==> src/rtl/pfm_pkg.sv <==
// Package: shared types and codes for the PCM-to-mono converter.
`timescale 1ns / 1ps

package pfm_pkg;

	// Sample format codes (sample_format register)
	typedef enum logic [2:0] {
		FMT_PCM16 = 3'd0,
		FMT_PCM8  = 3'd1,
		FMT_ALAW  = 3'd2,
		FMT_ULAW  = 3'd3,
		FMT_FLT32 = 3'd4,
		FMT_PCM24 = 3'd5
	} fmt_t;

	// Configuration port
	localparam int CFG_IDX_W  = 2;
	localparam int CFG_DATA_W = 4;

	localparam logic [CFG_IDX_W-1:0] REG_SAMPLE_FORMAT = 2'd0;
	localparam logic [CFG_IDX_W-1:0] REG_CHANNEL_COUNT = 2'd1;

	// Field widths
	localparam int WORD_W = 32;
	localparam int SMP_W  = 24;
	localparam int CNT_W  = 4;

	// Sequencer states
	typedef enum logic [2:0] {
		ST_IDLE,
		ST_ACCUM,
		ST_START,
		ST_DIVIDE,
		ST_FINISH
	} state_t;

	// Divider status toward the sequencer
	typedef struct packed {
		logic busy;
		logic done;
	} div_status_t;

endpackage

==> src/rtl/pfm_convert.sv <==
// Sample word decoder: one raw word of any supported format to signed Q1.23.
`timescale 1ns / 1ps

module pfm_convert (
	input  pfm_pkg::fmt_t                      sample_format,
	input  logic [pfm_pkg::WORD_W-1:0]         word,
	output logic signed [pfm_pkg::SMP_W-1:0]   sample
);

	logic [7:0]         mu_inv;
	logic [15:0]        mu_base;
	logic [15:0]        mu_mag;
	logic [15:0]        mu_val;
	logic [7:0]         a_x;
	logic [15:0]        a_t0;
	logic [15:0]        a_mag;
	logic [15:0]        a_val;
	logic [7:0]         f_exp;
	logic [22:0]        f_man;
	logic [4:0]         f_sh;
	logic [23:0]        f_mag;
	logic signed [23:0] f_val;

	// G.711 mu-law
	always_comb begin
		mu_inv  = ~word[7:0];
		mu_base = {9'd0, mu_inv[3:0], 3'd0} + 16'h0084;
		mu_mag  = (mu_base << mu_inv[6:4]) - 16'h0084;
		mu_val  = mu_inv[7] ? (16'd0 - mu_mag) : mu_mag;
	end

	// G.711 A-law, sign bit set means positive
	always_comb begin
		a_x  = word[7:0] ^ 8'h55;
		a_t0 = {8'd0, a_x[3:0], 4'd0};
		if (a_x[6:4] == 3'd0) begin
			a_mag = a_t0 + 16'd8;
		end else begin
			a_mag = (a_t0 + 16'h0108) << (a_x[6:4] - 3'd1);
		end
		a_val = a_x[7] ? a_mag : (16'd0 - a_mag);
	end

	// float32: truncate toward zero, saturate at |x| >= 1, NaN to zero
	always_comb begin
		f_exp = word[30:23];
		f_man = word[22:0];
		f_sh  = 5'(8'd127 - f_exp);
		f_mag = {1'b1, f_man} >> f_sh;
		if (f_exp == 8'hFF && f_man != 23'd0) begin
			f_val = '0;
		end else if (f_exp >= 8'd127) begin
			f_val = word[31] ? 24'sh800000 : 24'sh7FFFFF;
		end else if (f_exp <= 8'd103) begin
			f_val = '0;   // zero, denormals and values below one LSB
		end else begin
			f_val = word[31] ? $signed(24'd0 - f_mag) : $signed(f_mag);
		end
	end

	always_comb begin
		unique case (sample_format)
			pfm_pkg::FMT_PCM16: sample = $signed({word[15:0], 8'd0});
			pfm_pkg::FMT_PCM8:  sample = $signed({~word[7], word[6:0], 16'd0});
			pfm_pkg::FMT_ALAW:  sample = $signed({a_val, 8'd0});
			pfm_pkg::FMT_ULAW:  sample = $signed({mu_val, 8'd0});
			pfm_pkg::FMT_FLT32: sample = f_val;
			pfm_pkg::FMT_PCM24: sample = $signed(word[23:0]);
			default:            sample = '0;
		endcase
	end

endmodule

==> src/rtl/pfm_div.sv <==
// Bit-serial restoring divider: one quotient bit per cycle.
`timescale 1ns / 1ps

module pfm_div #(
	parameter int DVD_W = 27,
	parameter int DVS_W = 4
) (
	input  logic                       clk,
	input  logic                       arst_n,
	input  logic                       start,
	input  logic [DVD_W-1:0]           dividend,
	input  logic [DVS_W-1:0]           divisor,
	output logic [DVD_W-1:0]           quotient,
	output pfm_pkg::div_status_t       status
);

	localparam int CNT_W = $clog2(DVD_W + 1);

	logic [DVD_W-1:0] dvd_q;
	logic [DVS_W-1:0] dvs_q;
	logic [DVS_W-1:0] rem_q;
	logic [CNT_W-1:0] cnt_q;
	logic             busy_q;
	logic             done_q;
	logic [DVS_W:0]   r_shift;
	logic [DVS_W+1:0] trial;
	logic             qbit;

	always_comb begin
		r_shift = {rem_q, dvd_q[DVD_W-1]};
		trial   = {1'b0, r_shift} - {2'b00, dvs_q};
		qbit    = ~trial[DVS_W+1];
	end

	// Quotient bits shift in where dividend bits shift out
	always_ff @(posedge clk) begin
		if (start) begin
			dvd_q <= dividend;
			dvs_q <= divisor;
			rem_q <= '0;
		end else if (busy_q) begin
			dvd_q <= {dvd_q[DVD_W-2:0], qbit};
			rem_q <= qbit ? trial[DVS_W-1:0] : r_shift[DVS_W-1:0];
		end
	end

	always_ff @(posedge clk or negedge arst_n) begin
		if (!arst_n) begin
			cnt_q  <= '0;
			busy_q <= 1'b0;
			done_q <= 1'b0;
		end else if (start) begin
			cnt_q  <= CNT_W'(DVD_W);
			busy_q <= 1'b1;
			done_q <= 1'b0;
		end else if (busy_q) begin
			cnt_q <= cnt_q - 1'b1;
			if (cnt_q == CNT_W'(1)) begin
				busy_q <= 1'b0;
				done_q <= 1'b1;
			end
		end else begin
			done_q <= 1'b0;
		end
	end

	assign quotient    = dvd_q;
	assign status.busy = busy_q;
	assign status.done = done_q;

	a_start_idle: assert property (@(posedge clk) disable iff (!arst_n)
		start |-> !busy_q)
		else $error("divider started while busy");

	a_done_pulse: assert property (@(posedge clk) disable iff (!arst_n)
		done_q |=> !done_q)
		else $error("divider done held longer than one cycle");

	a_busy_count: assert property (@(posedge clk) disable iff (!arst_n)
		busy_q |-> (cnt_q != '0))
		else $error("divider busy with an exhausted step count");

endmodule

==> src/rtl/pcm_format_to_mono_fixed_unit.sv <==
// Top level: multi-format PCM/G.711/float32 to Q1.23 converter with channel downmix.
`timescale 1ns / 1ps

// Each word on the input stream is one channel sample in the format chosen by
// sample_format (pcm16, offset pcm8, A-law, mu-law, float32, pcm24). It is
// decoded to signed Q1.23 and added to a frame sum; after channel_count words
// (0 counts as 1, values above MAX_CHANNELS clip to MAX_CHANNELS) the frame
// average, truncated toward zero, leaves on the output stream as one mono
// sample. A word that does not close a frame is accepted, then decoded and
// accumulated. The word that closes a frame is accepted, accumulated and then
// averaged by the divide, a restoring divider producing one quotient bit per
// cycle over the full sum width. s_axis_tready is low from the accumulate
// step until the finish step is done. The result sits in an output
// register, so the next frame may start while a finished sample waits for the
// consumer; if the previous sample is still not taken when the divide ends, the
// finish step holds (tready stays low) until the output register frees. Writing
// register 0 or 1 drops any partial frame; configuration is only to be written
// when no transaction is in flight.

module pcm_format_to_mono_fixed_unit #(
	parameter int MAX_CHANNELS = 8
) (
	input  logic                              clk,
	input  logic                              arst_n,
	// configuration write channel
	input  logic                              cfg_valid,
	output logic                              cfg_ready,
	input  logic [pfm_pkg::CFG_IDX_W-1:0]     cfg_index,
	input  logic [pfm_pkg::CFG_DATA_W-1:0]    cfg_data,
	// input stream
	input  logic                              s_axis_tvalid,
	output logic                              s_axis_tready,
	input  logic [31:0]                       s_axis_tdata,  // [31:0] sample_word
	// output stream
	output logic                              m_axis_tvalid,
	input  logic                              m_axis_tready,
	output logic [23:0]                       m_axis_tdata   // [23:0] mono_sample
);

	// frame sum grows by clog2 of the channel count
	localparam int SUM_W = pfm_pkg::SMP_W + $clog2(MAX_CHANNELS);
	// channel counter and divisor width, holds MAX_CHANNELS itself
	localparam int N_W   = $clog2(MAX_CHANNELS + 1);
	localparam logic [4:0] MAX5 = 5'(MAX_CHANNELS);
	localparam logic signed [SUM_W:0] SAT_HI = (SUM_W+1)'(8388607);
	localparam logic signed [SUM_W:0] SAT_LO = -(SUM_W+1)'(8388608);

	pfm_pkg::state_t      state_q, state_d;
	pfm_pkg::fmt_t        fmt_q;
	logic [pfm_pkg::CNT_W-1:0] cnt_cfg_q;
	logic [31:0]          word_q;
	logic signed [SUM_W-1:0] sum_q;
	logic [N_W-1:0]       idx_q;
	logic [N_W-1:0]       idx_inc;
	logic [N_W-1:0]       n_w;
	logic [4:0]           n5;
	logic                 frame_end;
	logic                 cfg_clear;
	logic signed [pfm_pkg::SMP_W-1:0] conv;
	logic [SUM_W-1:0]     sum_mag;
	logic [SUM_W-1:0]     quot;
	logic signed [SUM_W:0] avg;
	logic [23:0]          avg_sat;
	logic                 div_start;
	logic                 load_out;
	logic                 out_free;
	pfm_pkg::div_status_t div_st;
	logic                 out_valid_q;
	logic [23:0]          out_data_q;

	assign cfg_ready = 1'b1;

	// ---- configuration registers ----
	always_ff @(posedge clk or negedge arst_n) begin
		if (!arst_n) begin
			fmt_q     <= pfm_pkg::FMT_PCM16;
			cnt_cfg_q <= pfm_pkg::CNT_W'(1);
		end else if (cfg_valid && cfg_ready) begin
			unique case (cfg_index)
				pfm_pkg::REG_SAMPLE_FORMAT: fmt_q <= pfm_pkg::fmt_t'(cfg_data[2:0]);
				pfm_pkg::REG_CHANNEL_COUNT: cnt_cfg_q <= cfg_data[pfm_pkg::CNT_W-1:0];
				default: ;
			endcase
		end
	end

	always_comb begin
		cfg_clear = cfg_valid && cfg_ready &&
			(cfg_index == pfm_pkg::REG_SAMPLE_FORMAT ||
			 cfg_index == pfm_pkg::REG_CHANNEL_COUNT);
	end

	// effective channel count: zero means one, clip at MAX_CHANNELS
	always_comb begin
		if (cnt_cfg_q == '0) begin
			n5 = 5'd1;
		end else if ({1'b0, cnt_cfg_q} > MAX5) begin
			n5 = MAX5;
		end else begin
			n5 = {1'b0, cnt_cfg_q};
		end
		n_w = N_W'(n5);
	end

	// ---- decode ----
	pfm_convert u_convert (
		.sample_format (fmt_q),
		.word          (word_q),
		.sample        (conv)
	);

	assign idx_inc   = idx_q + 1'b1;
	assign frame_end = (idx_inc >= n_w);
	assign sum_mag   = sum_q[SUM_W-1] ? (SUM_W'(0) - sum_q) : sum_q;

	// ---- shared divider ----
	pfm_div #(
		.DVD_W (SUM_W),
		.DVS_W (N_W)
	) u_div (
		.clk      (clk),
		.arst_n   (arst_n),
		.start    (div_start),
		.dividend (sum_mag),
		.divisor  (n_w),
		.quotient (quot),
		.status   (div_st)
	);

	// signed average, clamped to Q1.23
	always_comb begin
		avg = sum_q[SUM_W-1] ? -$signed({1'b0, quot}) : $signed({1'b0, quot});
		if (avg > SAT_HI) begin
			avg_sat = 24'h7FFFFF;
		end else if (avg < SAT_LO) begin
			avg_sat = 24'h800000;
		end else begin
			avg_sat = avg[23:0];
		end
	end

	// ---- sequencer ----
	assign out_free = !out_valid_q || m_axis_tready;

	always_comb begin
		state_d = state_q;
		unique case (state_q)
			pfm_pkg::ST_IDLE:   if (s_axis_tvalid) state_d = pfm_pkg::ST_ACCUM;
			pfm_pkg::ST_ACCUM:  state_d = frame_end ? pfm_pkg::ST_START : pfm_pkg::ST_IDLE;
			pfm_pkg::ST_START:  state_d = pfm_pkg::ST_DIVIDE;
			pfm_pkg::ST_DIVIDE: if (div_st.done) state_d = pfm_pkg::ST_FINISH;
			pfm_pkg::ST_FINISH: if (out_free) state_d = pfm_pkg::ST_IDLE;
			default:            state_d = pfm_pkg::ST_IDLE;
		endcase
	end

	always_comb begin
		s_axis_tready = (state_q == pfm_pkg::ST_IDLE);
		div_start     = (state_q == pfm_pkg::ST_START);
		load_out      = (state_q == pfm_pkg::ST_FINISH) && out_free;
	end

	always_ff @(posedge clk or negedge arst_n) begin
		if (!arst_n) begin
			state_q <= pfm_pkg::ST_IDLE;
		end else begin
			state_q <= state_d;
		end
	end

	always_ff @(posedge clk) begin
		if (s_axis_tvalid && s_axis_tready) begin
			word_q <= s_axis_tdata;
		end
	end

	// frame sum and channel counter
	always_ff @(posedge clk or negedge arst_n) begin
		if (!arst_n) begin
			sum_q <= '0;
			idx_q <= '0;
		end else if (cfg_clear || load_out) begin
			sum_q <= '0;
			idx_q <= '0;
		end else if (state_q == pfm_pkg::ST_ACCUM) begin
			sum_q <= sum_q + SUM_W'(conv);
			idx_q <= idx_inc;
		end
	end

	// ---- output register ----
	always_ff @(posedge clk or negedge arst_n) begin
		if (!arst_n) begin
			out_valid_q <= 1'b0;
		end else if (load_out) begin
			out_valid_q <= 1'b1;
		end else if (m_axis_tready) begin
			out_valid_q <= 1'b0;
		end
	end

	always_ff @(posedge clk) begin
		if (load_out) begin
			out_data_q <= avg_sat;
		end
	end

	assign m_axis_tvalid = out_valid_q;
	assign m_axis_tdata  = out_data_q;

	a_idx_in_frame: assert property (@(posedge clk) disable iff (!arst_n)
		(state_q == pfm_pkg::ST_IDLE) |-> (idx_q < n_w))
		else $error("channel index reached frame size while idle");

	a_div_in_state: assert property (@(posedge clk) disable iff (!arst_n)
		(div_st.busy || div_st.done) |-> (state_q == pfm_pkg::ST_DIVIDE))
		else $error("divider active outside the divide state");

	a_result_out: assert property (@(posedge clk) disable iff (!arst_n)
		load_out |=> (m_axis_tvalid && idx_q == '0))
		else $error("finished frame not presented or counter not cleared");

	a_no_mid_result: assert property (@(posedge clk) disable iff (!arst_n)
		(state_q == pfm_pkg::ST_ACCUM && !frame_end && !out_valid_q) |=> !m_axis_tvalid)
		else $error("result produced mid-frame");

endmodule

==> config.mk <==
export PLATFORM = sky130hd
export DESIGN_NAME = pcm_format_to_mono_fixed_unit
export DESIGN_NICKNAME = d
export VERILOG_FILES = /design/src/rtl/pfm_pkg.sv /design/src/rtl/pfm_convert.sv /design/src/rtl/pfm_div.sv /design/src/rtl/pcm_format_to_mono_fixed_unit.sv
export SDC_FILE = /design/constraint.sdc
export NUM_CORES = 1
export LEC_CHECK = 0
export BUFFER_PORTS_ARGS = -buffer_cell sky130_fd_sc_hd__buf_2
export CAP_MARGIN = 20
export CELL_PAD_IN_SITES_DETAIL_PLACEMENT = 1
export CELL_PAD_IN_SITES_GLOBAL_PLACEMENT = 1
export CORE_MARGIN = 3
export CORE_UTILIZATION = 54
export CTS_BUF_LIST = sky130_fd_sc_hd__clkbuf_4 sky130_fd_sc_hd__clkbuf_8
export DETAILED_ROUTE_END_ITERATION = 6
export PLACE_DENSITY = 0.9
export SKIP_CTS_REPAIR_TIMING = 1
export SLEW_MARGIN = 20
export SYNTH_ARGS = -nofsm -noshare
export SYNTH_HDL_FRONTEND = slang
export SYNTH_HIERARCHICAL = 1
export SYNTH_SLANG_ARGS = --single-unit
==> constraint.sdc <==
create_clock -name clk -period 13.4 [get_ports clk]
set_input_delay 0.67 -clock clk [delete_from_list [all_inputs] [get_ports clk]]
set_output_delay 0.67 -clock clk [all_outputs]
set_load 0.02 [all_outputs]
* Word-level counts from Yosys, hierarchy flattened *
Index checks and enable logic that the tools add are counted.

word-level totals
  register bits after elaboration = 140
  input port bits = 43

operators by class
  add/sub/neg operators = 15
  $lt $le $gt $ge = 6
  equal/unequal tests = 16
  shift-type cells = 3
  muxes and demuxes = 36
  bitwise gates (word level) = 4
  reduce and logical (&&, ||, !) cells = 20

operator list
  kind                   count
  $mux 24                6
  $pmux 24 s6            1
  $mux 27                5
  $mux 16                3
  $shl 16x3->16          2
  $sub 1x16->16 const A  2
  $gt 28x24->1 const B   1
  $lt 28x24->1 const B   1
  $mux 28                1
  $neg 27->28            1
  $add 27x24->27         1
  $sub 1x27->27 const A  1
  $shr 24x5->24          1
  $sub 1x24->24 const A  1
  $reduce_bool 23->1     1
  $mux 4                 5
  $sub 16x8->16 const B  1
  $pmux 3 s5             1
  $eq 3x2->1 const B     4
  $add 8x9->10 const B   1
  $mux 5                 2
  $add 7x8->9 const B    1
  $add 8x4->9 const B    1
  $eq 3x3->1 const B     3
  other kinds (31)       53

* Longest topological paths before layout *
  word-level depth = 11
  gate-level depth with buffers = 24

* Hierarchy *
Netlist, hierarchy kept.

modules (own cells, without submodules)
  module                         times used  cells each  area an instance (um2)  seq. area each (um2)
  pcm_format_to_mono_fixed_unit  1           598         5992.0                  2733.9
  pfm_convert                    1           626         4438.0                  0.0
  pfm_div                        1           135         1956.9                  1186.1

* Worst setup path after synthesis *
No wires, ideal clock.

  path type = reg2reg
  start point = reg word_q[24]
  end point = reg sum_q[22]
  setup time = 0.083 ns
  arrival time = 5.198 ns
  setup slack = 8.120 ns
  stages on the path, launching flop included = 22
  path buffers = 3
  clock period less this slack = 5.280 ns
  cell sequence = edfxtp_1 > buf_2 > buf_2 > mux2_2 > o22ai_1 > a311oi_1 > a211oi_1 > ha_1 > nor4b_4 > nand4b_1 > buf_2 > o31a_1 > o31ai_1 > ha_1 > nand2_1 > or4b_2 > a31oi_1 > o31ai_1 > o31ai_1 > a21boi_0 > xor2_1 > o21ai_0

on the way
  longest elaborated chain between the ends = 11

ends and longest elaborated chain
  what                    line                                  text
  from (decl)             pcm_format_to_mono_fixed_unit.sv:51   logic [31:0] word_q;
  from (signal assigned)  pcm_format_to_mono_fixed_unit.sv:173  word_q <= s_axis_tdata;
  $sub 5x5->5             pfm_convert.sv:48                     f_sh = 5'(8'd127 - f_exp);
  $shr 24x5->24           pfm_convert.sv:49                     f_mag = {1'b1, f_man} >> f_sh;
  $sub 1x24->24           pfm_convert.sv:57                     f_val = word[31] ? $signed(24'd0 - f_mag) : $signed(f_mag);
  $mux 24                 pfm_convert.sv:57
  $mux 24                 pfm_convert.sv:54                     end else if (f_exp <= 8'd103) begin
  $mux 24                 pfm_convert.sv:52                     end else if (f_exp >= 8'd127) begin
  $mux 24 (*)             pfm_convert.sv:50                     if (f_exp == 8'hFF && f_man != 23'd0) begin
  $pmux 24 s6 (*)         pfm_convert.sv:62                     unique case (sample_format)
  via conv, one bit       pcm_format_to_mono_fixed_unit.sv:59   logic signed [pfm_pkg::SMP_W-1:0] conv;
  $add 27x24->27 (*)      pcm_format_to_mono_fixed_unit.sv:186  sum_q <= sum_q + SUM_W'(conv);
  $mux 27 (*)             pcm_format_to_mono_fixed_unit.sv:185  end else if (state_q == pfm_pkg::ST_ACCUM) begin
  $mux 27 (*)             pcm_format_to_mono_fixed_unit.sv:182  end else if (cfg_clear || load_out) begin
  to (signal assigned)    pcm_format_to_mono_fixed_unit.sv:186
  to (decl)               pcm_format_to_mono_fixed_unit.sv:52   logic signed [SUM_W-1:0] sum_q;

Mark *: on every way through the listed nets, which the timed path passes. The rest lies on a longest branch. The select of a mux whose other input is x is not followed.
A chain may end at the register's enable or synchronous reset.

* Final worst setup path *
  start point = reg word_q[25]
  end point = reg sum_q[26]

Same word-level chain as after synthesis.

==> out/qor.yml <==
timing:
  max_slew_margin_pct: 22.9
  worst_slack_ns: 6.42
  rsz0062_at_grt: "no"
  finalCriticalPeriod_ns: 6.98
  worstMarginPinSlew_ns: 1.15
  setup_tns_ns: 0
  finClkSkew_ns: 0.0305
  period_share_pct: 52.1
  hold_viol: 0
  setup_viol: 0
  maxSlewViolCount: 0
  max_freq_mhz: 143
floorplan:
  dieHeight_um: 157
  io_pins: 70
  start_util_pct: 55.9
  die_w_um: 157
  row_count: 54
  dieArea_um2: 24800
  core_area_um2: 22200
placement:
  hpwl_um: 28500
  place_area_um2: 12800
  place_ws_ns: 6.59
  globalplace.congestion: 1.01
  portBuffers: 68
critical_path:
  cp.arrival_ns: 7.31
  start_kind: "register"
  critPathKind: "reg -> reg"
  cp-end-kind: "register"
  crit_family: "compound AO/OA/AOI/OAI gates"
  critPathSlowestCell: "edfxtp_1"
  crit_chain: "inv_1, mux4_2, a211oi_1, ha_1, nor4b_4, nand4b_1, o31a_1, o31ai_1, ha_1, nand2_1, or4b_2, a31oi_1, o31ai_1, o211ai_1, a221oi_1, xnor2_1, o311ai_0"
  worst-path-max-fanout: 26
  worst-path-buf-inv: 1
  critPathRequiredTime_ns: 13.73
  cpPeakStageDelay_ns: 0.97
clock_network:
  cts_buffers: 17
  clk_pin_slew_ns: 0.10
  clkLatencyLatePin_ns: 0.48
  cts_tree: "built"
  cts-root-buf: "clkbuf_8"
  htreeDepth: 4
  max-clock-path-buffers: 2
  cts.sinks: 140
route:
  wl_per_cell_um: 23.2
  num_vias: 11300
  ant_nets: 0
  first_iter_violations: 975
  drt_wl_total_um: 38900
  viasPerCell: 6.72
  first_pass_iters: 5
  drc: 0
final_layout:
  fin_util_pct: 60.0
  final_cell_mix: "nand2_1 (135), a21oi_1 (94), o21ai_0 (91)"
  final_common_cell: "nand2_1"
  num_antenna_cells: 0
  fill_cells: 2607
  seqCellArea_um2: 3920
  final_area_um2: 13300
  areaGrowthSynthToFinish_pct: 7.45
  drive_gt1_share_pct: 16.3
  multi_input_area_um2: 7960
  nets: 1474
flow_run:
  cap_violations: 0
logic_synthesis:
  synth.cell_area_um2: 12400
  syn_inst: 1358
  synthesis.nets: 1451
  syn_avg_cell_area_um2: 9.12
  ys_warn_count: 6
power:
  p_per_area_nw_per_um2: 172
  ir_worst_vdd_mv: 0.0690
  p_leak_nw: 5.24
grt:
  grt_first_pass_wirelength_um: 62100
  antenna_found_initial: 0
  grt_pass1_vias: 11600
  grtUsageTotal_pct: 31.4
  overflow: 0
  grt_max_degree: 50
outcome:
  status: "finished, final reports clean"
min_path:
  hp-class: "in -> async"
[routing by layer]
metal | vias to the layer above | GRT usage, % | part of all wire [%]
li1 | 5166 | - | -
met1 | 5576 | 38.4 | 41
met2 | 397 | 56.1 | 51
met3 | 112 | 3.57 | 4.7
met4 | 0 | 13.0 | 3.7
met5 | - | 0 | 0
[sequential cells by signal (all words and copies together), names as in the netlist, 3 cells and up]
register and cells:
sum_q 27, idx_q 4, cnt_cfg_q 4, word_q 32, u_div/cnt_q 5, fmt_q 3
m_axis_tdata 24, u_div/quotient 27, u_div/dvs_q 4, state_q 3, u_div/rem_q 4
[power by group]
| group | leakage (nW) | internal [mW] | total [mW] | switching (mW) |
|---|---|---|---|---|
| Clock | 0.224 | 0.192 | 0.401 | 0.209 |
| Combinational | 3.50 | 0.468 | 1.14 | 0.667 |
| Sequential | 1.51 | 0.596 | 0.747 | 0.151 |
| Total | 5.24 | 1.26 | 2.28 | 1.03 |
[per-stage QoR]
step / power, mW / hold slack, ns / std cells
2_1_floorplan: 1.56 / 0.374 / 1358
3_3_place_gp: 1.78 / 0.450 / 1640
3_5_place_dp: 1.85 / 0.473 / 1640
4_1_cts: 2.27 / 0.295 / 1672
5_1_grt: 2.43 / 0.318 / 1674
6_report: 2.28 / 0.294 / 1674
[path summary, 6_finish.rpt]
kind	startpoint	endpoint	slack, ns	cells after the start
setup / recovery	word_q[25]	sum_q[26]	6.42	17
setup reg to reg	word_q[25]	sum_q[26]	6.42	17
min in group clk	s_axis_tdata[0]	word_q[0]	0.36	1
max in group asynchronous	arst_n	sum_q[1]	12.63	2
hold reg to reg	u_div/rem_q[3]	u_div/rem_q[3]	0.49	2
hold / removal	arst_n	u_div/cnt_q[2]	0.29	2
[area by class of cell]
cell class | count | area share (%)
clock inverter | 15 | 1.50
tap | 280 | 2.63
inverter | 41 | 1.16
sequential | 140 | 29.5
clock buffer | 17 | 1.76
multi-input combinational | 1095 | 59.8
timing repair buffer | 86 | 3.67
No activity file was read; power rests on OpenSTA's default activity.
